**config.mk**
```make
export PLATFORM = sky130hd
export DESIGN_NAME = weekly_event_table_scheduler_core
export DESIGN_NICKNAME = d
export VERILOG_FILES = /design/src/hdl/wets_pkg.sv /design/src/hdl/wets_cell.sv /design/src/hdl/wets_scan.sv /design/src/hdl/weekly_event_table_scheduler_core.sv
export SDC_FILE = /design/constraint.sdc
export NUM_CORES = 2
export LEC_CHECK = 0
export BUFFER_PORTS_ARGS = -buffer_cell sky130_fd_sc_hd__buf_2
export CORE_MARGIN = 4
export CORE_UTILIZATION = 40
export CTS_CLUSTER_SIZE = 28
export DETAILED_ROUTE_END_ITERATION = 8
export SLEW_MARGIN = 25
export SYNTH_ARGS = -nofsm -noshare
export SYNTH_HDL_FRONTEND = slang
export SYNTH_SLANG_ARGS = --single-unit
```
**constraint.sdc**
```tcl
create_clock -name clk_i -period 4.29 [get_ports clk_i]
set_input_delay 0.858 -clock clk_i [delete_from_list [all_inputs] [get_ports clk_i]]
set_output_delay 0.858 -clock clk_i [all_outputs]
set_load 0.1 [all_outputs]
```
**src/hdl/wets_pkg.sv**
```systemverilog
// ----------------------------------------------------------------------------
// wets_pkg: shared types and constants of the weekly event table scheduler
// Transfer payloads, the stored event record and the day match rule.
// ----------------------------------------------------------------------------
package wets_pkg;

  localparam logic REQ_SCHEDULE = 1'b0;
  localparam logic REQ_TICK     = 1'b1;

  localparam logic [3:0] DAY_SUN      = 4'd0;
  localparam logic [3:0] DAY_MON      = 4'd1;
  localparam logic [3:0] DAY_FRI      = 4'd5;
  localparam logic [3:0] DAY_SAT      = 4'd6;
  localparam logic [3:0] DAY_EVERY    = 4'd7;
  localparam logic [3:0] DAY_WEEKDAYS = 4'd8;
  localparam logic [3:0] DAY_WEEKEND  = 4'd9;

  typedef struct packed {
    logic        req_type;
    logic [7:0]  light_id;
    logic [3:0]  day_code;
    logic [10:0] minute_of_day;
    logic        action;
  } in_item_t;

  typedef struct packed {
    logic [7:0] out_light_id;
    logic       out_action;
    logic       last;
  } out_item_t;

  typedef struct packed {
    logic        action;
    logic [10:0] minute;
    logic [3:0]  day;
    logic [7:0]  light;
  } entry_rec_t;

  typedef struct packed {
    logic shift;
    logic ins;
  } cell_ctl_t;

  function automatic logic day_match(logic [3:0] entry_day, logic [3:0] now_day);
    logic wkend;
    logic wkday;
    wkend = now_day inside {DAY_SUN, DAY_SAT};
    wkday = now_day inside {[DAY_MON:DAY_FRI]};
    return (entry_day == DAY_EVERY) || ((entry_day == DAY_WEEKEND) && wkend) ||
           ((entry_day == DAY_WEEKDAYS) && wkday) || (entry_day == now_day);
  endfunction

endpackage

```
**src/hdl/wets_cell.sv**
```systemverilog
// ----------------------------------------------------------------------------
// wets_cell: one table entry of the event ring
// Holds a used flag and a record; rotates to its neighbour or loads a new event.
// ----------------------------------------------------------------------------
module wets_cell
  import wets_pkg::*;
(
  input  logic       clk_i,
  input  logic       rst_ni,
  input  cell_ctl_t  ctl_i,
  input  entry_rec_t ins_rec_i,
  input  logic       prev_used_i,
  input  logic       nxt_used_i,
  input  entry_rec_t nxt_rec_i,
  output logic       used_o,
  output entry_rec_t rec_o
);

  logic       used_q, used_d;
  entry_rec_t rec_q, rec_d;
  logic       load;

  assign load = ctl_i.ins && !used_q && prev_used_i;

  always_comb begin
    used_d = used_q;
    rec_d  = rec_q;
    if (ctl_i.shift) begin
      used_d = nxt_used_i;
      rec_d  = nxt_rec_i;
    end else if (load) begin
      used_d = 1'b1;
      rec_d  = ins_rec_i;
    end
  end

  always_ff @(posedge clk_i or negedge rst_ni) begin
    if (!rst_ni) begin
      used_q <= 1'b0;
    end else begin
      used_q <= used_d;
    end
  end

  always_ff @(posedge clk_i) begin
    rec_q <= rec_d;
  end

  assign used_o = used_q;
  assign rec_o  = rec_q;

endmodule

```
**src/hdl/wets_scan.sv**
```systemverilog
// ----------------------------------------------------------------------------
// wets_scan: request sequencer and match stage
// Accepts requests, rotates the ring once per tick, checks the head entry and
// holds one pending match so the final one can carry the last flag.
// ----------------------------------------------------------------------------
module wets_scan
  import wets_pkg::*;
#(
  parameter int DEPTH = 64
) (
  input  logic       clk_i,
  input  logic       rst_ni,
  input  logic       in_valid_i,
  output logic       in_ready_o,
  input  in_item_t   in_data_i,
  output logic       out_valid_o,
  input  logic       out_ready_i,
  output out_item_t  out_data_o,
  input  logic       head_used_i,
  input  entry_rec_t head_rec_i,
  output cell_ctl_t  ctl_o,
  output entry_rec_t ins_rec_o
);

  localparam int SW = (DEPTH > 1) ? $clog2(DEPTH) : 1;
  localparam logic [SW-1:0] LAST_STEP = SW'(DEPTH - 1);

  localparam logic [1:0] ST_IDLE  = 2'd0;
  localparam logic [1:0] ST_SCAN  = 2'd1;
  localparam logic [1:0] ST_FLUSH = 2'd2;

  logic [1:0]    state_q, state_d;
  logic [SW-1:0] step_q, step_d;
  logic [3:0]    day_q, day_d;
  logic [10:0]   min_q, min_d;
  logic          pend_v_q, pend_v_d;
  out_item_t     pend_q, pend_d;
  logic          out_v_q, out_v_d;
  out_item_t     out_q, out_d;

  logic in_fire, hit, out_free, shift;

  assign in_ready_o = (state_q == ST_IDLE);
  assign in_fire    = in_valid_i && in_ready_o;
  assign out_free   = !out_v_q || out_ready_i;
  assign hit        = head_used_i && (head_rec_i.minute == min_q) &&
                      day_match(head_rec_i.day, day_q);
  assign shift      = (state_q == ST_SCAN) && !(hit && pend_v_q && !out_free);

  assign ctl_o.shift = shift;
  assign ctl_o.ins   = in_fire && (in_data_i.req_type == REQ_SCHEDULE);
  assign ins_rec_o   = '{action: in_data_i.action, minute: in_data_i.minute_of_day,
                         day: in_data_i.day_code, light: in_data_i.light_id};

  always_comb begin
    state_d  = state_q;
    step_d   = step_q;
    day_d    = day_q;
    min_d    = min_q;
    pend_v_d = pend_v_q;
    pend_d   = pend_q;
    out_v_d  = out_v_q && !out_ready_i;
    out_d    = out_q;
    case (state_q)
      ST_IDLE: begin
        if (in_fire && (in_data_i.req_type == REQ_TICK)) begin
          state_d = ST_SCAN;
          step_d  = '0;
          day_d   = in_data_i.day_code;
          min_d   = in_data_i.minute_of_day;
        end
      end
      ST_SCAN: begin
        if (shift) begin
          if (hit) begin
            if (pend_v_q) begin
              out_v_d = 1'b1;
              out_d   = pend_q;
            end
            pend_v_d = 1'b1;
            pend_d   = '{out_light_id: head_rec_i.light, out_action: head_rec_i.action,
                         last: 1'b0};
          end
          if (step_q == LAST_STEP) begin
            state_d = ST_FLUSH;
          end else begin
            step_d = step_q + 1'b1;
          end
        end
      end
      ST_FLUSH: begin
        if (!pend_v_q) begin
          state_d = ST_IDLE;
        end else if (out_free) begin
          out_v_d  = 1'b1;
          out_d    = pend_q;
          out_d.last = 1'b1;
          pend_v_d = 1'b0;
          state_d  = ST_IDLE;
        end
      end
      default: begin
        state_d = ST_IDLE;
      end
    endcase
  end

  always_ff @(posedge clk_i or negedge rst_ni) begin
    if (!rst_ni) begin
      state_q  <= ST_IDLE;
      step_q   <= '0;
      pend_v_q <= 1'b0;
      out_v_q  <= 1'b0;
    end else begin
      state_q  <= state_d;
      step_q   <= step_d;
      pend_v_q <= pend_v_d;
      out_v_q  <= out_v_d;
    end
  end

  always_ff @(posedge clk_i) begin
    day_q  <= day_d;
    min_q  <= min_d;
    pend_q <= pend_d;
    out_q  <= out_d;
  end

  assign out_valid_o = out_v_q;
  assign out_data_o  = out_q;

`ifndef SYNTH
  a_idle_no_pending: assert property (@(posedge clk_i) disable iff (!rst_ni)
    (state_q == ST_IDLE) |-> !pend_v_q)
    else $error("pending match held while idle");

  a_tick_starts_scan: assert property (@(posedge clk_i) disable iff (!rst_ni)
    (in_fire && (in_data_i.req_type == REQ_TICK)) |=> (state_q == ST_SCAN && step_q == '0))
    else $error("tick transfer did not start a scan");

  a_stall_holds_step: assert property (@(posedge clk_i) disable iff (!rst_ni)
    (state_q == ST_SCAN && !shift) |=> (state_q == ST_SCAN && $stable(step_q)))
    else $error("scan advanced while stalled");

  a_flush_last: assert property (@(posedge clk_i) disable iff (!rst_ni)
    (state_q == ST_FLUSH && pend_v_q && out_free) |=>
      (out_valid_o && out_data_o.last && state_q == ST_IDLE))
    else $error("final match not sent with last");

  a_no_insert_in_scan: assert property (@(posedge clk_i) disable iff (!rst_ni)
    shift |-> !ctl_o.ins)
    else $error("insert during rotation");
`endif

endmodule

```
**src/hdl/weekly_event_table_scheduler_core.sv**
```systemverilog
// ----------------------------------------------------------------------------
// weekly_event_table_scheduler_core: light event scheduler, top level
// Ring of event cells plus a sequencer that stores events and scans on ticks.
//
//   channel | direction | payload    | transfer when
//   in      | input     | in_item_t  | in_valid_i && in_ready_o
//   out     | output    | out_item_t | out_valid_o && out_ready_i
//
// A schedule transfer is stored into the first free cell.
// A tick rotates the ring through all TABLE_DEPTH entries and then flushes,
// one head entry checked per cycle unless an output stall holds the ring.
// Reset frees all entries at once; no clearing pass.
// in_ready_o is low for the whole of a tick scan.
// ----------------------------------------------------------------------------
module weekly_event_table_scheduler_core
  import wets_pkg::*;
#(
  parameter int TABLE_DEPTH = 64
) (
  input  logic      clk_i,
  input  logic      rst_ni,
  input  logic      in_valid_i,
  output logic      in_ready_o,
  input  in_item_t  in_data_i,
  output logic      out_valid_o,
  input  logic      out_ready_i,
  output out_item_t out_data_o
);

  logic       used [TABLE_DEPTH];
  entry_rec_t rec  [TABLE_DEPTH];
  cell_ctl_t  ctl;
  entry_rec_t ins_rec;

  for (genvar i = 0; i < TABLE_DEPTH; i++) begin : g_cell
    localparam int NXT = (i + 1) % TABLE_DEPTH;
    logic prev_used;
    if (i == 0) begin : g_first
      assign prev_used = 1'b1;
    end else begin : g_rest
      assign prev_used = used[i-1];
    end
    wets_cell u_cell (
      .clk_i       (clk_i),
      .rst_ni      (rst_ni),
      .ctl_i       (ctl),
      .ins_rec_i   (ins_rec),
      .prev_used_i (prev_used),
      .nxt_used_i  (used[NXT]),
      .nxt_rec_i   (rec[NXT]),
      .used_o      (used[i]),
      .rec_o       (rec[i])
    );
  end

  wets_scan #(
    .DEPTH (TABLE_DEPTH)
  ) u_scan (
    .clk_i       (clk_i),
    .rst_ni      (rst_ni),
    .in_valid_i  (in_valid_i),
    .in_ready_o  (in_ready_o),
    .in_data_i   (in_data_i),
    .out_valid_o (out_valid_o),
    .out_ready_i (out_ready_i),
    .out_data_o  (out_data_o),
    .head_used_i (used[0]),
    .head_rec_i  (rec[0]),
    .ctl_o       (ctl),
    .ins_rec_o   (ins_rec)
  );

endmodule

```
==> results_tabular.tex <==
\begin{tabular}{lr}
\hline
Metric & Value \\
\hline
\multicolumn{2}{l}{\textbf{Clock tree}} \\
PostCTS Resize Cnt & 0 \\
CTS tree & built \\
Clock buffer depth & 3 \\
Num CTS Buffers & 165 \\
Number of post-CTS setup repair buffers & 0 \\
CTS clk-pin slew, worst paths & 0.06 ns \\
Library cell used as clock root buffer & clkbuf\_16 \\
Worst skew pair latency & 0.79 ns \\
Hold buffers post-CTS & 0 \\
Number of sinks driven by the clock tree & 1644 \\
CTS H-tree depth & 4 \\
\multicolumn{2}{l}{\textbf{Layout}} \\
Layout cell share with drive strength beyond 1 & 0.1109 \\
Layout Area Growth over Synthesis & 12.42\% \\
Net count reported at finish & 3940 \\
Total inserted antenna cells & 0 \\
\multicolumn{2}{l}{\textbf{STA}} \\
Hold violation count in the final report & 0 \\
Worst slew margin relative to its limit & 0.4003 \\
Period utilisation layout & 0.6906 \\
Worst path setup slack after routing & 1.327 ns \\
Setup TNS after final layout & 0 ns \\
Period minus WS final & 2.963 ns \\
Finish-stage setup viols & 0 \\
Worst slew pin tran & 0.8962 ns \\
Fmax & 337.5 MHz \\
Worst setup skew after layout & 0.02880 ns \\
Unrepaired setup endpoints after global routing & no \\
Pins over their slew limit & 0 \\
\multicolumn{2}{l}{\textbf{Synth}} \\
Post-synthesis net count & 4020 \\
Count of state elements after synthesis & 1644 \\
Most area-consuming cells after synthesis & edfxtp\_1, a21o\_1, dfrtp\_1, buf\_2, buf\_4 \\
Biggest area consumer among synthesized cells & edfxtp\_1 \\
Post-synth EDFFs & 1570 \\
Mean instance size in the synthesized netlist & 16.29 µm² \\
Unique cell type count in the Yosys netlist & 41 \\
Post-synth design cell area & 0.06494 mm² \\
Area share of the largest cell type after synthesis & 0.7260 \\
Proportion of register bits with asynchronous set or reset after synthesis & 0.04501 \\
Top cells by instance count after synthesis & edfxtp\_1, a21o\_1, buf\_2 \\
Sequential area share after synthesis & 0.7545 \\
Most used flip-flop cell after synthesis & edfxtp\_1 \\
Most repeated cell in the gate-level netlist after synthesis & edfxtp\_1 \\
Synthesis warning total & 0 \\
Number of cells produced by synthesis & 3987 \\
\multicolumn{2}{l}{\textbf{Hold path}} \\
Worst min-delay path category & primary input to async pin \\
\multicolumn{2}{l}{\textbf{Die}} \\
Initial standard-cell utilization of the core & 0.4035 \\
Number of rows created at floorplan & 147 \\
Boundary pin count & 41 \\
Core ar. & 0.1609 mm² \\
Die ar. & 0.1689 mm² \\
Die W & 410.9 µm \\
Height of the chip & 410.9 µm \\
\multicolumn{2}{l}{\textbf{Detailed routing}} \\
Average wire per standard cell & 21.58 µm \\
Final ANT Viol Nets & 0 \\
Number of DRC violations after detailed routing & 0 \\
Iter 0 DRT Violations & 3302 \\
Length of the first detailed-routing pass in iterations & 5 \\
Total Wirelength & 133800 µm \\
Via count & 33.38k \\
Post-detailed-route via-to-cell ratio & 5.383 \\
\multicolumn{2}{l}{\textbf{Worst setup path}} \\
Maximum fanout along the worst path & 66 \\
Kind of start point of the critical path & register \\
Worst path required time & 4.92 ns \\
Data arrival time of the critical path & 3.59 ns \\
Critical path type & register to register \\
Endpoint kind of the worst setup timing path & register \\
\multicolumn{2}{l}{\textbf{Global route}} \\
Met3 usage in global routing & 0.03064 \\
Via count of the first global-routing pass & 33.73k \\
Initial antenna violation count & 0 \\
Overflow left after global routing & 0 \\
Global-route wire length before repair & 209300 µm \\
Total GRT Usage & 0.1581 \\
Met2 Use GR & 0.2364 \\
Most crowded layer after global routing & met1 \\
Pin count of the biggest net entering global routing & 105 \\
Global routing met1 resource utilization & 0.2378 \\
\multicolumn{2}{l}{\textbf{Pwr}} \\
Leakage dissipation & 0.03254 µW \\
Max VDD drop & 0.5156 mV \\
Total Power & 64410 µW \\
Power per unit of standard cell area & 882.2 mW/mm² \\
\multicolumn{2}{l}{\textbf{Placed design}} \\
Gpl congestion & 0.7447 \\
Worst-case setup slack after placement & 0.8438 ns \\
IO Port Bufs & 40 \\
Dpl hpwl & 71010 µm \\
\multicolumn{2}{l}{\textbf{Outcome}} \\
Status & complete, no violations \\
\multicolumn{2}{l}{\textbf{Run}} \\
Max-capacitance violation count & 0 \\
\hline
\end{tabular}
layout by cell type, fill, tap and decap left out, types with 2 or more instances in the layout:
| cell type | synthesis | routed |
|---|---|---|
| a21o_1 | 1536 | 1536 |
| a21oi_1 | 68 | 68 |
| and3_1 | 2 | 2 |
| buf_12 | 0 | 44 |
| buf_2 | 219 | 39 |
| buf_4 | 112 | 44 |
| bufinv_16 | 0 | 14 |
| clkbuf_1 | 29 | 50 |
| clkbuf_16 | 0 | 171 |
| clkbuf_8 | 0 | 2 |
| clkinv_1 | 0 | 27 |
| clkinv_2 | 0 | 22 |
| clkinvlp_4 | 0 | 6 |
| dfrtp_1 | 74 | 74 |
| edfxtp_1 | 1570 | 1570 |
| ha_1 | 4 | 4 |
| inv_1 | 6 | 6 |
| inv_6 | 0 | 5 |
| mux2i_1 | 5 | 5 |
| nand2_1 | 143 | 142 |
| nand3_1 | 2 | 2 |
| nand4_1 | 5 | 5 |
| nor2_1 | 4 | 3 |
| nor2b_1 | 26 | 2 |
| nor2b_4 | 0 | 24 |
| o21ai_0 | 121 | 58 |
| o21ai_1 | 10 | 10 |
| o21ai_2 | 1 | 11 |
| o21ai_4 | 0 | 53 |
| xnor2_1 | 17 | 17 |
critical path, stage by stage, from the launching register on:
cell      delay [ns]
edfxtp_1        0.45
or3_1           0.41
a22oi_2         0.15
o21ai_2         0.14
a21oi_4         0.28
buf_12          0.27
buf_12          0.23
buf_4           0.58
a21o_1          0.22
kinds of logic after synthesis:
family                   synth area share
AO/OA/AOI/OAI                      0.1943
flip-flops                         0.7545
buffers and inverters             0.03405
AND/OR/NAND/NOR                   0.01312
XOR/XNOR                         0.002293
multiplexers                    0.0009441
adder cells (fa/ha/maj)         0.0007707
through the flow:
step,cells,area [µm²],util,hold WS (ns)
finish,6201,73010,0.4536,0.1165
global route,6201,73010,0.4536,0.1256
CTS,6201,72950,0.4533,0.09516
detailed placement,5900,67660,0.4204,0.4054
global placement,5900,67320,0.4183,0.4043
floorplan,3987,64940,-,0.4003
layer usage:
metal  part of all wire  wire [µm]  up-vias
met3              0.053       7116      186
met2               0.45      59850      806
met5                  0          0        -
li1                   -          -    15020
met4              0.019       2575        0
met1               0.48      64290    17366
layout make-up:
| class | count | area (µm²) |
|---|---|---|
| Sequential cell | 1644 | 49000 |
| Tap cell | 2160 | 2703 |
| Clock buffer | 223 | 4494 |
| Clock inverter | 78 | 795.8 |
| Fill cell | 13833 | 87930 |
| Timing Repair Buffer | 127 | 1406 |
| Multi-Input combinational cell | 1963 | 14590 |
| Inverter | 6 | 22.52 |
report_power, final:
part | internal [µW] | switching, µW
clock network | 8200 | 5970
registers | 30100 | 3020
logic | 6530 | 10600
total | 44800 | 19600
path summary, 6_finish.rpt:
path                                               endpoint  slack (ns)  cells after the start              from
worst min-delay path                        u_scan.pend_v_q        0.12                      1            rst_ni
worst max-delay path            g_cell[34].u_cell.rec_o[15]        1.33                      8   u_scan.day_q[0]
worst min register to register         u_scan.out_data_o[1]        0.42                      0  u_scan.pend_q[1]
worst max register to register  g_cell[34].u_cell.rec_o[15]        1.33                      8   u_scan.day_q[0]
min in group clk_i                          u_scan.min_q[2]        0.28                      1      in_data_i[3]
max in group asynchronous          g_cell[47].u_cell.used_o        3.30                      2            rst_ni
registers in the layout, summed over array words and instances (netlist names):
register,cells
u_scan.state_q,2
u_scan.out_valid_o,1
u_scan.day_q,4
g_cell.u_cell.used_o,64
u_scan.out_data_o,10
g_cell.u_cell.rec_o,1536
u_scan.min_q,11
u_scan.pend_v_q,1
u_scan.pend_q,9
u_scan.step_q,6
Note: power is estimated with default switching activity, not from simulation.
